==> src/rhrr_pkg.sv <==
// Shared constants, codes and controller/datapath types for the register responder.
package rhrr_pkg;

   // Register table size and largest count served in one response
   localparam int REG_COUNT = 32;
   localparam int MAX_COUNT = 16;

   // Derived widths
   localparam int TBL_AW = $clog2(REG_COUNT);
   localparam int SEQ_W  = $clog2(9 + 2 * MAX_COUNT);
   localparam int CNT_W  = $clog2(MAX_COUNT + 1);

   // Transaction operation codes
   localparam logic OP_FRAME = 1'b0;
   localparam logic OP_TABLE = 1'b1;

   // Protocol constants
   localparam logic [7:0] FC_READ_HOLDING = 8'h03;
   localparam logic [3:0] FRAME_LAST_POS  = 4'd11;

   // Controller to datapath commands
   typedef struct packed {
      logic             accept;     // request transaction taken this cycle
      logic             load_addr;  // load table read pointer with start address
      logic             emit;       // load next response byte into output register
      logic             emit_err;   // load the single error byte
      logic [SEQ_W-1:0] seq;        // position of the byte within the response
   } cmd_type;

   // Datapath to controller status
   typedef struct packed {
      logic is_frame;   // current request is a frame byte
      logic frame_end;  // current frame byte is the last of its frame
      logic fc_ok;      // stored function code is read holding registers
      logic range_ok;   // stored start and count are within the table
      logic seq_last;   // seq is the final byte of the response
      logic out_free;   // output register can take a byte this cycle
   } sts_type;

endpackage

==> src/rhrr_if.sv <==
// Valid/ready channel interfaces for request and response transactions.
interface rhrr_req_if;
   logic        valid;
   logic        ready;
   logic        operation;
   logic        frame_start;
   logic [7:0]  req_byte;
   logic [4:0]  table_index;
   logic [15:0] table_value;

   modport source (output valid, operation, frame_start, req_byte, table_index, table_value,
                   input ready);
   modport sink   (input valid, operation, frame_start, req_byte, table_index, table_value,
                   output ready);
endinterface

interface rhrr_rsp_if;
   logic       valid;
   logic       ready;
   logic [7:0] resp_byte;
   logic       last;
   logic       status;

   modport source (output valid, resp_byte, last, status, input ready);
   modport sink   (input valid, resp_byte, last, status, output ready);
endinterface

==> src/rhrr_ctrl.sv <==
// Controller state machine: request intake, range check and response sequencing.
module rhrr_ctrl
   import rhrr_pkg::*;
(
   input  logic    clock,
   input  logic    reset,
   input  logic    req_valid,
   output logic    req_ready,
   input  sts_type sts,
   output cmd_type cmd
);

   localparam logic [1:0] ST_IDLE  = 2'd0;
   localparam logic [1:0] ST_CHECK = 2'd1;
   localparam logic [1:0] ST_ERR   = 2'd2;
   localparam logic [1:0] ST_SEND  = 2'd3;

   logic [1:0]       state_ff, state_in;
   logic [SEQ_W-1:0] seq_ff, seq_in;

   // Next state and commands
   always_comb begin
      state_in      = state_ff;
      seq_in        = seq_ff;
      req_ready     = 1'b0;
      cmd.accept    = 1'b0;
      cmd.load_addr = 1'b0;
      cmd.emit      = 1'b0;
      cmd.emit_err  = 1'b0;
      cmd.seq       = seq_ff;
      unique case (state_ff)
         ST_IDLE: begin
            req_ready  = 1'b1;
            cmd.accept = req_valid;
            if (req_valid && sts.is_frame && sts.frame_end) begin
               state_in = ST_CHECK;
            end
         end
         ST_CHECK: begin
            seq_in        = '0;
            cmd.load_addr = 1'b1;
            if (!sts.fc_ok) begin
               state_in = ST_IDLE;
            end else if (!sts.range_ok) begin
               state_in = ST_ERR;
            end else begin
               state_in = ST_SEND;
            end
         end
         ST_ERR: begin
            if (sts.out_free) begin
               cmd.emit_err = 1'b1;
               state_in     = ST_IDLE;
            end
         end
         ST_SEND: begin
            if (sts.out_free) begin
               cmd.emit = 1'b1;
               seq_in   = seq_ff + 1'b1;
               if (sts.seq_last) begin
                  state_in = ST_IDLE;
               end
            end
         end
         default: state_in = ST_IDLE;
      endcase
   end

   // State registers
   always_ff @(posedge clock) begin
      if (reset) begin
         state_ff <= ST_IDLE;
         seq_ff   <= '0;
      end else begin
         state_ff <= state_in;
         seq_ff   <= seq_in;
      end
   end

   // The check state is always left in the cycle after it is entered
   a_check_one_cycle: assert property (@(posedge clock) disable iff (reset)
      state_ff == ST_CHECK |=> state_ff != ST_CHECK)
      else $error("check state held more than one cycle");

   // Bytes are only loaded into a free output register
   a_emit_free: assert property (@(posedge clock) disable iff (reset)
      (cmd.emit || cmd.emit_err) |-> sts.out_free)
      else $error("response byte loaded over a pending one");

   // A response only starts after a passed check
   a_send_entry: assert property (@(posedge clock) disable iff (reset)
      (state_ff == ST_SEND && $past(state_ff) != ST_SEND) |->
         ($past(state_ff) == ST_CHECK && $past(sts.fc_ok) && $past(sts.range_ok)))
      else $error("response started without a passed check");

endmodule

==> src/rhrr_dp.sv <==
// Datapath: frame field capture, register table, range check and response byte output.
module rhrr_dp
   import rhrr_pkg::*;
(
   input  logic        clock,
   input  logic        reset,
   input  cmd_type     cmd,
   output sts_type     sts,
   input  logic        operation,
   input  logic        frame_start,
   input  logic [7:0]  req_byte,
   input  logic [4:0]  table_index,
   input  logic [15:0] table_value,
   output logic        rsp_valid,
   input  logic        rsp_ready,
   output logic [7:0]  rsp_resp_byte,
   output logic        rsp_last,
   output logic        rsp_status
);

   // Frame byte positions
   localparam logic [3:0] POS_TID_HI   = 4'd0;
   localparam logic [3:0] POS_TID_LO   = 4'd1;
   localparam logic [3:0] POS_UNIT     = 4'd6;
   localparam logic [3:0] POS_FC       = 4'd7;
   localparam logic [3:0] POS_START_HI = 4'd8;
   localparam logic [3:0] POS_START_LO = 4'd9;
   localparam logic [3:0] POS_CNT_HI   = 4'd10;
   localparam logic [3:0] POS_CNT_LO   = 4'd11;

   // Response header byte positions
   localparam logic [SEQ_W-1:0] SEQ_TID_HI = SEQ_W'(0);
   localparam logic [SEQ_W-1:0] SEQ_TID_LO = SEQ_W'(1);
   localparam logic [SEQ_W-1:0] SEQ_PID_HI = SEQ_W'(2);
   localparam logic [SEQ_W-1:0] SEQ_PID_LO = SEQ_W'(3);
   localparam logic [SEQ_W-1:0] SEQ_LEN_HI = SEQ_W'(4);
   localparam logic [SEQ_W-1:0] SEQ_LEN_LO = SEQ_W'(5);
   localparam logic [SEQ_W-1:0] SEQ_UNIT   = SEQ_W'(6);
   localparam logic [SEQ_W-1:0] SEQ_FC     = SEQ_W'(7);
   localparam logic [SEQ_W-1:0] SEQ_BCNT   = SEQ_W'(8);

   logic [3:0]        pos_ff, pos_in, pos_cur;
   logic [15:0]       tid_ff, tid_in;
   logic [7:0]        unit_ff, unit_in;
   logic [7:0]        fc_ff, fc_in;
   logic [15:0]       start_ff, start_in;
   logic [15:0]       count_ff, count_in;
   logic              frame_take;

   logic [15:0]       tbl_mem [REG_COUNT];
   logic [REG_COUNT-1:0] tbl_vld_ff;
   logic [TBL_AW-1:0] addr_ff, addr_in;
   logic [15:0]       rd_data_ff;
   logic              rd_vld_ff;
   logic [15:0]       rd_word;
   logic              tbl_write;

   logic [7:0]        byte_cnt;
   logic [7:0]        len_lo;
   logic [7:0]        byte_mux;
   logic              data_lo;

   logic              rsp_valid_ff;
   logic [7:0]        rsp_byte_ff;
   logic              rsp_last_ff;
   logic              rsp_status_ff;

   // Frame byte capture
   assign frame_take = cmd.accept && (operation == OP_FRAME);
   assign pos_cur    = frame_start ? POS_TID_HI : pos_ff;

   always_comb begin
      pos_in   = pos_ff;
      tid_in   = tid_ff;
      unit_in  = unit_ff;
      fc_in    = fc_ff;
      start_in = start_ff;
      count_in = count_ff;
      if (frame_take) begin
         unique case (pos_cur)
            POS_TID_HI:   tid_in   = {req_byte, tid_ff[7:0]};
            POS_TID_LO:   tid_in   = {tid_ff[15:8], req_byte};
            POS_UNIT:     unit_in  = req_byte;
            POS_FC:       fc_in    = req_byte;
            POS_START_HI: start_in = {req_byte, start_ff[7:0]};
            POS_START_LO: start_in = {start_ff[15:8], req_byte};
            POS_CNT_HI:   count_in = {req_byte, count_ff[7:0]};
            POS_CNT_LO:   count_in = {count_ff[15:8], req_byte};
            default: ;
         endcase
         pos_in = (pos_cur >= FRAME_LAST_POS) ? 4'd0 : pos_cur + 4'd1;
      end
   end

   always_ff @(posedge clock) begin
      if (reset) begin
         pos_ff   <= '0;
         tid_ff   <= '0;
         unit_ff  <= '0;
         fc_ff    <= '0;
         start_ff <= '0;
         count_ff <= '0;
      end else begin
         pos_ff   <= pos_in;
         tid_ff   <= tid_in;
         unit_ff  <= unit_in;
         fc_ff    <= fc_in;
         start_ff <= start_in;
         count_ff <= count_in;
      end
   end

   // Register table write with per-entry valid bits; invalid entries read as zero
   assign tbl_write = cmd.accept && (operation == OP_TABLE) && (32'(table_index) < REG_COUNT);

   always_ff @(posedge clock) begin
      if (tbl_write) begin
         tbl_mem[TBL_AW'(table_index)] <= table_value;
      end
      rd_data_ff <= tbl_mem[addr_in];
   end

   always_ff @(posedge clock) begin
      if (reset) begin
         tbl_vld_ff <= '0;
         rd_vld_ff  <= 1'b0;
      end else begin
         if (tbl_write) begin
            tbl_vld_ff[TBL_AW'(table_index)] <= 1'b1;
         end
         rd_vld_ff <= tbl_vld_ff[addr_in];
      end
   end

   assign rd_word = rd_vld_ff ? rd_data_ff : 16'h0000;

   // Read pointer: loaded with start, advanced after each low data byte
   assign data_lo = (cmd.seq > SEQ_BCNT) && !cmd.seq[0];

   always_comb begin
      addr_in = addr_ff;
      if (cmd.load_addr) begin
         addr_in = start_ff[TBL_AW-1:0];
      end else if (cmd.emit && data_lo) begin
         addr_in = addr_ff + 1'b1;
      end
   end

   always_ff @(posedge clock) begin
      addr_ff <= addr_in;
   end

   // Response byte selection
   assign byte_cnt = 8'({count_ff[CNT_W-1:0], 1'b0});
   assign len_lo   = byte_cnt + 8'd3;

   always_comb begin
      unique case (cmd.seq)
         SEQ_TID_HI: byte_mux = tid_ff[15:8];
         SEQ_TID_LO: byte_mux = tid_ff[7:0];
         SEQ_PID_HI: byte_mux = 8'h00;
         SEQ_PID_LO: byte_mux = 8'h00;
         SEQ_LEN_HI: byte_mux = 8'h00;
         SEQ_LEN_LO: byte_mux = len_lo;
         SEQ_UNIT:   byte_mux = unit_ff;
         SEQ_FC:     byte_mux = FC_READ_HOLDING;
         SEQ_BCNT:   byte_mux = byte_cnt;
         default:    byte_mux = cmd.seq[0] ? rd_word[15:8] : rd_word[7:0];
      endcase
   end

   // Status to controller
   assign sts.is_frame  = (operation == OP_FRAME);
   assign sts.frame_end = (pos_cur >= FRAME_LAST_POS);
   assign sts.fc_ok     = (fc_ff == FC_READ_HOLDING);
   assign sts.range_ok  = (count_ff != 16'd0) && (32'(count_ff) <= MAX_COUNT) &&
                          ((17'(start_ff) + 17'(count_ff)) <= 17'(REG_COUNT));
   assign sts.seq_last  = (cmd.seq == SEQ_W'(SEQ_BCNT + SEQ_W'({count_ff[CNT_W-1:0], 1'b0})));
   assign sts.out_free  = !rsp_valid_ff || rsp_ready;

   // Output register
   always_ff @(posedge clock) begin
      if (reset) begin
         rsp_valid_ff <= 1'b0;
      end else if (cmd.emit || cmd.emit_err) begin
         rsp_valid_ff <= 1'b1;
      end else if (rsp_ready) begin
         rsp_valid_ff <= 1'b0;
      end
   end

   always_ff @(posedge clock) begin
      if (cmd.emit_err) begin
         rsp_byte_ff   <= 8'h00;
         rsp_last_ff   <= 1'b1;
         rsp_status_ff <= 1'b1;
      end else if (cmd.emit) begin
         rsp_byte_ff   <= byte_mux;
         rsp_last_ff   <= sts.seq_last;
         rsp_status_ff <= 1'b0;
      end
   end

   assign rsp_valid     = rsp_valid_ff;
   assign rsp_resp_byte = rsp_byte_ff;
   assign rsp_last      = rsp_last_ff;
   assign rsp_status    = rsp_status_ff;

   // An error byte is always the last of its run
   a_err_last: assert property (@(posedge clock) disable iff (reset)
      cmd.emit_err |=> (rsp_valid_ff && rsp_last_ff && rsp_byte_ff == 8'h00))
      else $error("error byte not marked last");

   // Frame position never leaves the twelve-byte frame
   a_pos_range: assert property (@(posedge clock) disable iff (reset)
      pos_ff <= FRAME_LAST_POS)
      else $error("frame position out of range");

endmodule

==> src/read_holding_register_responder.sv <==
// Top level: read holding registers responder with a 32-word register table.
// Request transactions carry either one byte of a 12-byte request frame or one
// table word write; while the request side is ready, a frame streams in at one
// byte per cycle. After the twelfth byte it checks the function code and
// range in its check state, then sends the response at one byte per cycle from
// its output register while the receiver takes each byte: 9+2N bytes for a
// valid read of N registers, a single error byte (status 1) for a bad range,
// nothing for other function codes. The request side is held off from the
// last frame byte until the final response byte is loaded, or until the check
// ends when nothing is sent. Table words read through one registered memory
// port, one word every two response bytes; the table reads as zero after reset
// until written.
module read_holding_register_responder
   import rhrr_pkg::*;
(
   input logic        clock,
   input logic        reset,
   rhrr_req_if.sink   req_chan,
   rhrr_rsp_if.source rsp_chan
);

   cmd_type cmd;
   sts_type sts;

   rhrr_ctrl u_ctrl (
      .clock     (clock),
      .reset     (reset),
      .req_valid (req_chan.valid),
      .req_ready (req_chan.ready),
      .sts       (sts),
      .cmd       (cmd)
   );

   rhrr_dp u_dp (
      .clock         (clock),
      .reset         (reset),
      .cmd           (cmd),
      .sts           (sts),
      .operation     (req_chan.operation),
      .frame_start   (req_chan.frame_start),
      .req_byte      (req_chan.req_byte),
      .table_index   (req_chan.table_index),
      .table_value   (req_chan.table_value),
      .rsp_valid     (rsp_chan.valid),
      .rsp_ready     (rsp_chan.ready),
      .rsp_resp_byte (rsp_chan.resp_byte),
      .rsp_last      (rsp_chan.last),
      .rsp_status    (rsp_chan.status)
   );

endmodule

==> src/flat_wrapper.sv <==
// flat-port wrapper written by rule: the top's interface ports become plain ports
module read_holding_register_responder_flat import rhrr_pkg::*;
  (clock, reset, req_chan_valid, req_chan_operation, req_chan_frame_start, req_chan_req_byte, req_chan_table_index, req_chan_table_value, req_chan_ready, rsp_chan_valid, rsp_chan_resp_byte, rsp_chan_last, rsp_chan_status, rsp_chan_ready);
  rhrr_req_if req_chan_i ();
  rhrr_rsp_if rsp_chan_i ();
  input logic clock;
  input logic reset;
  input wire logic [$bits(req_chan_i.valid)-1:0] req_chan_valid;
  input wire logic [$bits(req_chan_i.operation)-1:0] req_chan_operation;
  input wire logic [$bits(req_chan_i.frame_start)-1:0] req_chan_frame_start;
  input wire logic [$bits(req_chan_i.req_byte)-1:0] req_chan_req_byte;
  input wire logic [$bits(req_chan_i.table_index)-1:0] req_chan_table_index;
  input wire logic [$bits(req_chan_i.table_value)-1:0] req_chan_table_value;
  output wire logic [$bits(req_chan_i.ready)-1:0] req_chan_ready;
  output wire logic [$bits(rsp_chan_i.valid)-1:0] rsp_chan_valid;
  output wire logic [$bits(rsp_chan_i.resp_byte)-1:0] rsp_chan_resp_byte;
  output wire logic [$bits(rsp_chan_i.last)-1:0] rsp_chan_last;
  output wire logic [$bits(rsp_chan_i.status)-1:0] rsp_chan_status;
  input wire logic [$bits(rsp_chan_i.ready)-1:0] rsp_chan_ready;
  assign req_chan_i.valid = req_chan_valid;
  assign req_chan_i.operation = req_chan_operation;
  assign req_chan_i.frame_start = req_chan_frame_start;
  assign req_chan_i.req_byte = req_chan_req_byte;
  assign req_chan_i.table_index = req_chan_table_index;
  assign req_chan_i.table_value = req_chan_table_value;
  assign req_chan_ready = req_chan_i.ready;
  assign rsp_chan_valid = rsp_chan_i.valid;
  assign rsp_chan_resp_byte = rsp_chan_i.resp_byte;
  assign rsp_chan_last = rsp_chan_i.last;
  assign rsp_chan_status = rsp_chan_i.status;
  assign rsp_chan_i.ready = rsp_chan_ready;
  read_holding_register_responder u_core (.clock(clock), .reset(reset), .req_chan(req_chan_i), .rsp_chan(rsp_chan_i));
endmodule
==> config.mk <==
export PLATFORM = sky130hd
export DESIGN_NAME = read_holding_register_responder_flat
export DESIGN_NICKNAME = d
export VERILOG_FILES = /design/src/rhrr_pkg.sv /design/src/rhrr_if.sv /design/src/rhrr_ctrl.sv /design/src/rhrr_dp.sv /design/src/read_holding_register_responder.sv /design/src/flat_wrapper.sv
export SDC_FILE = /design/constraint.sdc
export NUM_CORES = 1
export LEC_CHECK = 0
export ABC_AREA = 1
export CAP_MARGIN = 10
export CORE_MARGIN = 1
export CORE_UTILIZATION = 45
export DETAILED_ROUTE_END_ITERATION = 7
export DONT_BUFFER_PORTS = 1
export PLACE_DENSITY_LB_ADDON = 0.3
export SETUP_SLACK_MARGIN = 0.2
export SYNTH_ARGS = -nofsm -noshare
export SYNTH_HDL_FRONTEND = slang
export SYNTH_SLANG_ARGS = --single-unit
==> constraint.sdc <==
create_clock -name clock -period 2.72 [get_ports clock]
set_input_delay 0.136 -clock clock [delete_from_list [all_inputs] [get_ports clock]]
set_output_delay 0.136 -clock clock [all_outputs]
set_load 0.05 [all_outputs]
======== Word level (Yosys, flattened, before mapping) ========
Memories as Yosys holds them, arrays and structs flattened. A register that Yosys moved wholly into a read port is not among the register bits.
Index checks and enable logic that the tools add are counted.
word-level totals
  register bits after elaboration ......... 125
  memory bits (writable) .................. 512
  input bits .............................. 35
  output and inout port bits .............. 12
  logic and storage cells ................. 127
  memories ................................ 1
memory list
  name                 words  width  read ports  clocked after Yosys merged registers in  wr ports  RTL line       RTL
  u_core.u_dp.tbl_mem  32     16     1           1                                        1         rhrr_dp.sv:50  logic [15:0] tbl_mem [REG_COUNT];
operators by class
  add/subtract/negate cells ............... 6
  $lt $le $gt $ge ......................... 7
  eq/ne operators ......................... 24
  multiplexer cells ....................... 33
  bitwise operators ....................... 8
  reduce and logical (&&, ||, !) cells .... 30
operators by type and width
  operator               number
  $pmux W16 S2           3
  $pmux W8 S7            1
  $or A32 B32 Y32        1
  $eq A6 B3 Y1 const B   4
  $reduce_and A3 Y1      6
  $add A16 B16 Y17       1
  $le A17 B6 Y1 const B  1
  $eq A4 B4 Y1 const B   4
  $le A16 B5 Y1 const B  1
  $mux W16               1
  $reduce_bool A16 Y1    1
  $mux W1                13
  $eq A6 B2 Y1 const B   2
  $lt A5 B6 Y1 const B   2
  $pmux W6 S2            1
  $mux W2                5
  $mux W5                2
  $logic_and A1 B1 Y1    9
  $eq A4 B3 Y1 const B   2
  $eq A8 B2 Y1 const B   1
  $mux W4                2
  $mux W8                1
  $pmux W2 S4            1
  $add A6 B2 Y7 const B  1
  other kinds (28)       42

======== Longest topological paths before layout ========
  word-level depth ........................ 9
  mapped depth ............................ 19
  gate-level depth less buffers ........... 17

======== Hierarchy ========
From an unflattened synthesis, not the netlist that was laid out.
second synthesis, totals
  cell total of the unflattened synthesis .. 2,744
  area, all modules ....................... 28,209.6 um2
by module, submodules not included
  module     instances  cells each  area each (um2)  sequential area each (um2)
  rhrr_dp    1          2,673       27,737.9         18,037.3
  rhrr_ctrl  1          71          471.7            160.2

======== Least setup slack after synthesis ========
No wires, ideal clock.
  path type ............................... register to register
  start ................................... register u_core.u_ctrl.state_ff[0]
  end ..................................... memory u_core.u_dp.tbl_mem[24][0], enable pin
  library setup time ...................... 0.390 ns
  data arrival time ....................... 2.687 ns
  data required time ...................... 2.330 ns
  slack ................................... -0.357 ns
  stages on the path, launching flop included .. 6
  path buffers ............................ 0
  clock period less this slack ............ 3.077 ns
  cells stage by stage .................... dfxtp_1 nor2_1 inv_2 nor3_1 nand4_1 nor2_1
on the way
  cells in the longest elaborated chain, start to end .. 5
RTL lines
  what                           RTL line         RTL
  start: declaration             rhrr_ctrl.sv:18  logic [1:0] state_ff, state_in;
  start signal: assignment       rhrr_ctrl.sv:75  state_ff <= state_in;
  $logic_not A2 Y1               rhrr_ctrl.sv:31  unique case (state_ff)
  $mux W1                        rhrr_ctrl.sv:31
  $logic_and A1 B1 Y1            rhrr_dp.sv:114   assign tbl_write = cmd.accept && (operation == OP_TABLE) && (32'(table_index) < REG_COUNT);
  $mux W1                        rhrr_dp.sv:117   if (tbl_write) begin
  $mux W1 (implied by the code)  rhrr_dp.sv:118   tbl_mem[TBL_AW'(table_index)] <= table_value;
  end: declaration               rhrr_dp.sv:50
Every way passes these cells.

======== Worst setup path after layout ========
  start ................................... register u_core.u_ctrl.seq_ff[1]
  end ..................................... register u_core.u_dp.rd_data_ff[7], read port of u_core.u_dp.tbl_mem
on the way
  cells in the longest elaborated chain, start to end .. 5
RTL lines
  what                      RTL line         RTL
  start: declaration        rhrr_ctrl.sv:19  logic [SEQ_W-1:0] seq_ff, seq_in;
  start signal: assignment  rhrr_ctrl.sv:76  seq_ff <= seq_in;
  $gt A6 B4 Y1              rhrr_dp.sv:138   assign data_lo = (cmd.seq > SEQ_BCNT) && !cmd.seq[0];
  $logic_and A1 B1 Y1       rhrr_dp.sv:138
  $logic_and A1 B1 Y1       rhrr_dp.sv:144   end else if (cmd.emit && data_lo) begin
  $mux W5                   rhrr_dp.sv:144
  $mux W5                   rhrr_dp.sv:142   if (cmd.load_addr) begin
  end: declaration          rhrr_dp.sv:53    logic [15:0] rd_data_ff;
Every way passes these cells.
A chain may end at the register's enable or synchronous reset.

==> run metrics <==
die area=0.06378 mm²; via/cell ratio=5.475; Worst IR Drop VDD=approximately 0.00070 V; Setup crit start=u_core.u_ctrl.seq_ff[1]; Layout area overhead=18.96%; die height=252.6 µm; Lkg Pwr=about 0.013 µW; vias in the first global route=slightly below 20k; top cell type's share of synthesized area=54.42%; GRT Total Usage=a little under a quarter; CP required=3270 ps; die width=between 200 and 300 µm; Power Density=around 820 mW/mm²; EDFF count, synth=around 510; Final TNS setup=0 ps; reg2reg end=u_core.u_dp.rd_data_ff[7]; Worst R2R Setup Slack=270 ps; FF-to-FF Start=u_core.u_ctrl.seq_ff[1]; fin cells=about 3.8k; clock latency on the worst-skew pair=~600 ps; hold path endpoint=u_core.u_ctrl.state_ff[1]; Crit. End Element=flop; Pint=18740 µW; Main synth FF type=edfxtp_1; row count=a little over 90; hold wc startpoint=req_chan_frame_start; Cells after Synth=2787; Tcrit/Tclk final=between 90% and 100%; Psw=between 8000 and 9000 µW; clock network power share=about 33%; Reg power frac=a little over two fifths; DR DRC count=0; mean routed wirelength per cell=approximately 21 µm; crit-path max FO=6; worst slew pin tran=between 1000 and 1500 ps; first-pass iteration count of the detailed router=8; RSZ-0062 raised after global routing=true; clock-pin transition on the worst setup and hold timing paths=roughly 60 ps; area occupied by multi-input gates=approximately 0.008 mm²; Synth area leader=edfxtp_1; yosys warns=0; status=complete, no violations; Rel. slew slack=18.81%; Fillers=between 5k and 6k; Hold Vio Cnt, Final=0; Hold Path Class=in2reg; I/O pins=47; initial antenna violation count=0; type of origin of the critical path=flop; Mapped Nets=between 2k and 3k; H-tree lvl count=3; Vias=roughly 21k; Peak Freq=between 400 and 500 MHz; worst reg2reg path depth=17; Seq/Total Area, Yosys=64.42%; max-slew violations=0; syn_area_per_cell=10.14 µm²; main area contributors after synthesis=edfxtp_1 (54%), dfxtp_1 (10%), nand2_1 (7.8%), nand3_1 (6.0%), inv_1 (5.7%); routability cong.=~0.9; Num CTS Buffers=between 60 and 70; largest net degree at the start of global routing=between 80 and 90; Core ar.=approximately 0.06 mm²; post-DP HPWL=45.26 mm; IO buf count=0; CTS tree=done; Sw Share=around a third; crit path time final=approximately 2500 ps; n_diodes=0; Hold Crit Depth=7; clk root buf=clkbuf_16; Routed Wire Length=just under 80 mm; Crit Path Class=reg2reg; clk_skew=around 28 ps; antenna-violating nets left=0; most numerous cell in the Yosys netlist=nand2_1; wire length of the first global-routing pass=113.8 mm; initial DRC count=2284; most frequent cells after synthesis=nand2_1 (586), edfxtp_1 (512), inv_1 (428); Data arrival, critical path=3010 ps; Final setup viols=0; Register Area=around 0.018 mm²; post-synthesis async set-or-reset flop share=0%; Clock Tree Buf Depth=3; fraction of layout instances using a drive strength above 1=between 10% and 20%; # nets final=around 3k; Yosys cell types=between 40 and 50; pre-CTS setup slack=between 150 and 200 ps; clk sinks=653; grt ovf=0; Yosys reg bits=653; combinational power share=between 20% and 30%; hold slack=59.97 ps; setup ws final=~270 ps; Netlist Area Pre-Place=~0.028 mm²; maxcap violations=0; placed insts=between 3k and 4k; Initial Util=around 46%
==> per-layer routing <==
layer / global-route usage [%] / share of wire [%] / wire (µm) / vias up
met5: 0 / 0 / 0 / -
met4: 6.823 / 2.4 / 1914 / 0
met3: 3.893 / 8.8 / 6994 / 131
met2: 38.43 / 47 / 37130 / 952
met1: 32.22 / 42 / 33130 / 10044
li1: - / - / - / 9705
==> worst max-delay path by stage <==
| stage | end | slack, ps | depth (start not counted) |
|---|---|---|---|
| 2_1_floorplan | u_core.u_dp.tbl_mem[24][0] | 80 | 5 |
| 3_3_place_gp | u_core.u_dp.rd_data_ff[0] | 220 | 16 |
| 3_5_place_dp | u_core.u_dp.rd_data_ff[15] | 170 | 16 |
| 4_1_cts | u_core.u_dp.rd_data_ff[15] | 220 | 16 |
| 5_1_grt | u_core.u_dp.rd_data_ff[4] | 130 | 18 |
| 6_report | u_core.u_dp.rd_data_ff[7] | 270 | 17 |
==> area by class of cell <==
type / count / share of cell area, %
Clock buffer: 98 / 5.730
Clock inverter: 23 / 0.7186
Sequential cell: 653 / 54.18
Inverter: 438 / 4.900
Timing Repair Buffer: 194 / 7.286
Tap cell: 837 / 3.116
Multi-Input combinational cell: 1562 / 24.07
==> per-stage QoR <==
step | area [µm²] | total power (µW) | utilization [%]
after detailed placement | 29850 | 17570 | 48.28
after floorplan | 28330 | 15160 | -
final | 33600 | 27460 | 54.35
after global routing | 33600 | 28430 | 54.35
after CTS | 32760 | 26980 | 52.99
after global placement | 29850 | 17510 | 48.28
==> cells by family (layout without fill, tap and decap cells) <==
family / after synthesis / count (layout) / synth area share (%)
xor gates and xnor gates: 16 / 16 / 0.4960
adders and majority gates: 30 / 30 / 1.355
and+or+nand+nor: 1126 / 1126 / 16.97
buffers and inverters: 572 / 753 / 8.026
AOI/OAI and AO/OA: 390 / 390 / 8.734
DFF: 653 / 653 / 64.42
==> cells in the final DEF, fill, tap and decap left out, types with 28 or more instances in the layout <==
cell,synthesis,routed
a21oi_1,94,94
buf_12,0,38
buf_4,2,84
clkbuf_16,0,81
dfxtp_1,141,133
dlygate4sd3_1,0,33
edfxtp_1,512,512
ha_1,29,28
inv_1,428,425
nand2_1,586,570
nand3_1,339,326
nor2_1,154,118
nor2_2,0,35
o211ai_1,168,168
o21ai_0,97,97
==> power groups by stage <==
stage,logic [µW],registers (µW),clock network [µW]
CTS,6360,11500,9160
global route,7400,11500,9560
finish,6920,11500,9070
detailed placement,5890,11700,0
floorplan,3620,11500,0
global placement,5830,11700,0
==> sequential cells by signal, indices dropped and copies added, names as in the netlist, 2 cells and up <==
name and count:
u_core.u_dp.tbl_mem 512, u_core.u_dp.tbl_vld_ff 32, u_core.u_dp.count_ff 16, u_core.u_dp.rd_data_ff 16, u_core.u_dp.start_ff 16, u_core.u_dp.tid_ff 16, u_core.u_dp.fc_ff 8, u_core.u_dp.rsp_resp_byte 8
u_core.u_dp.unit_ff 8, u_core.u_ctrl.seq_ff 6, u_core.u_dp.addr_ff 5, u_core.u_dp.pos_ff 4, u_core.u_ctrl.state_ff 2
==> worst max-delay path: stages, from the launching register on <==
cell and delay [ps]:
dfxtp_2 350, inv_4 50, ha_4 160, nand3_4 90
nand2_4 70, nor2_4 160, nand2_1 80, nand3_2 110
nor2b_4 230, buf_12 170, buf_4 190, buf_4 170
o211ai_1 100, nand3_1 110, nand3_2 100, nand2_1 120
nand2_1 60, nand2_1 80
==> what timing repair did <==
action                                 CTS  global route
gates resized for setup                  3            73
pin swaps                                1            30
hold buffers                            47             0
setup buffers                            3            18
setup endpoints to repair                2            19
gates cloned                             3            22
endpoints found under the hold margin  621             0
(Power assumes the default switching activity.)
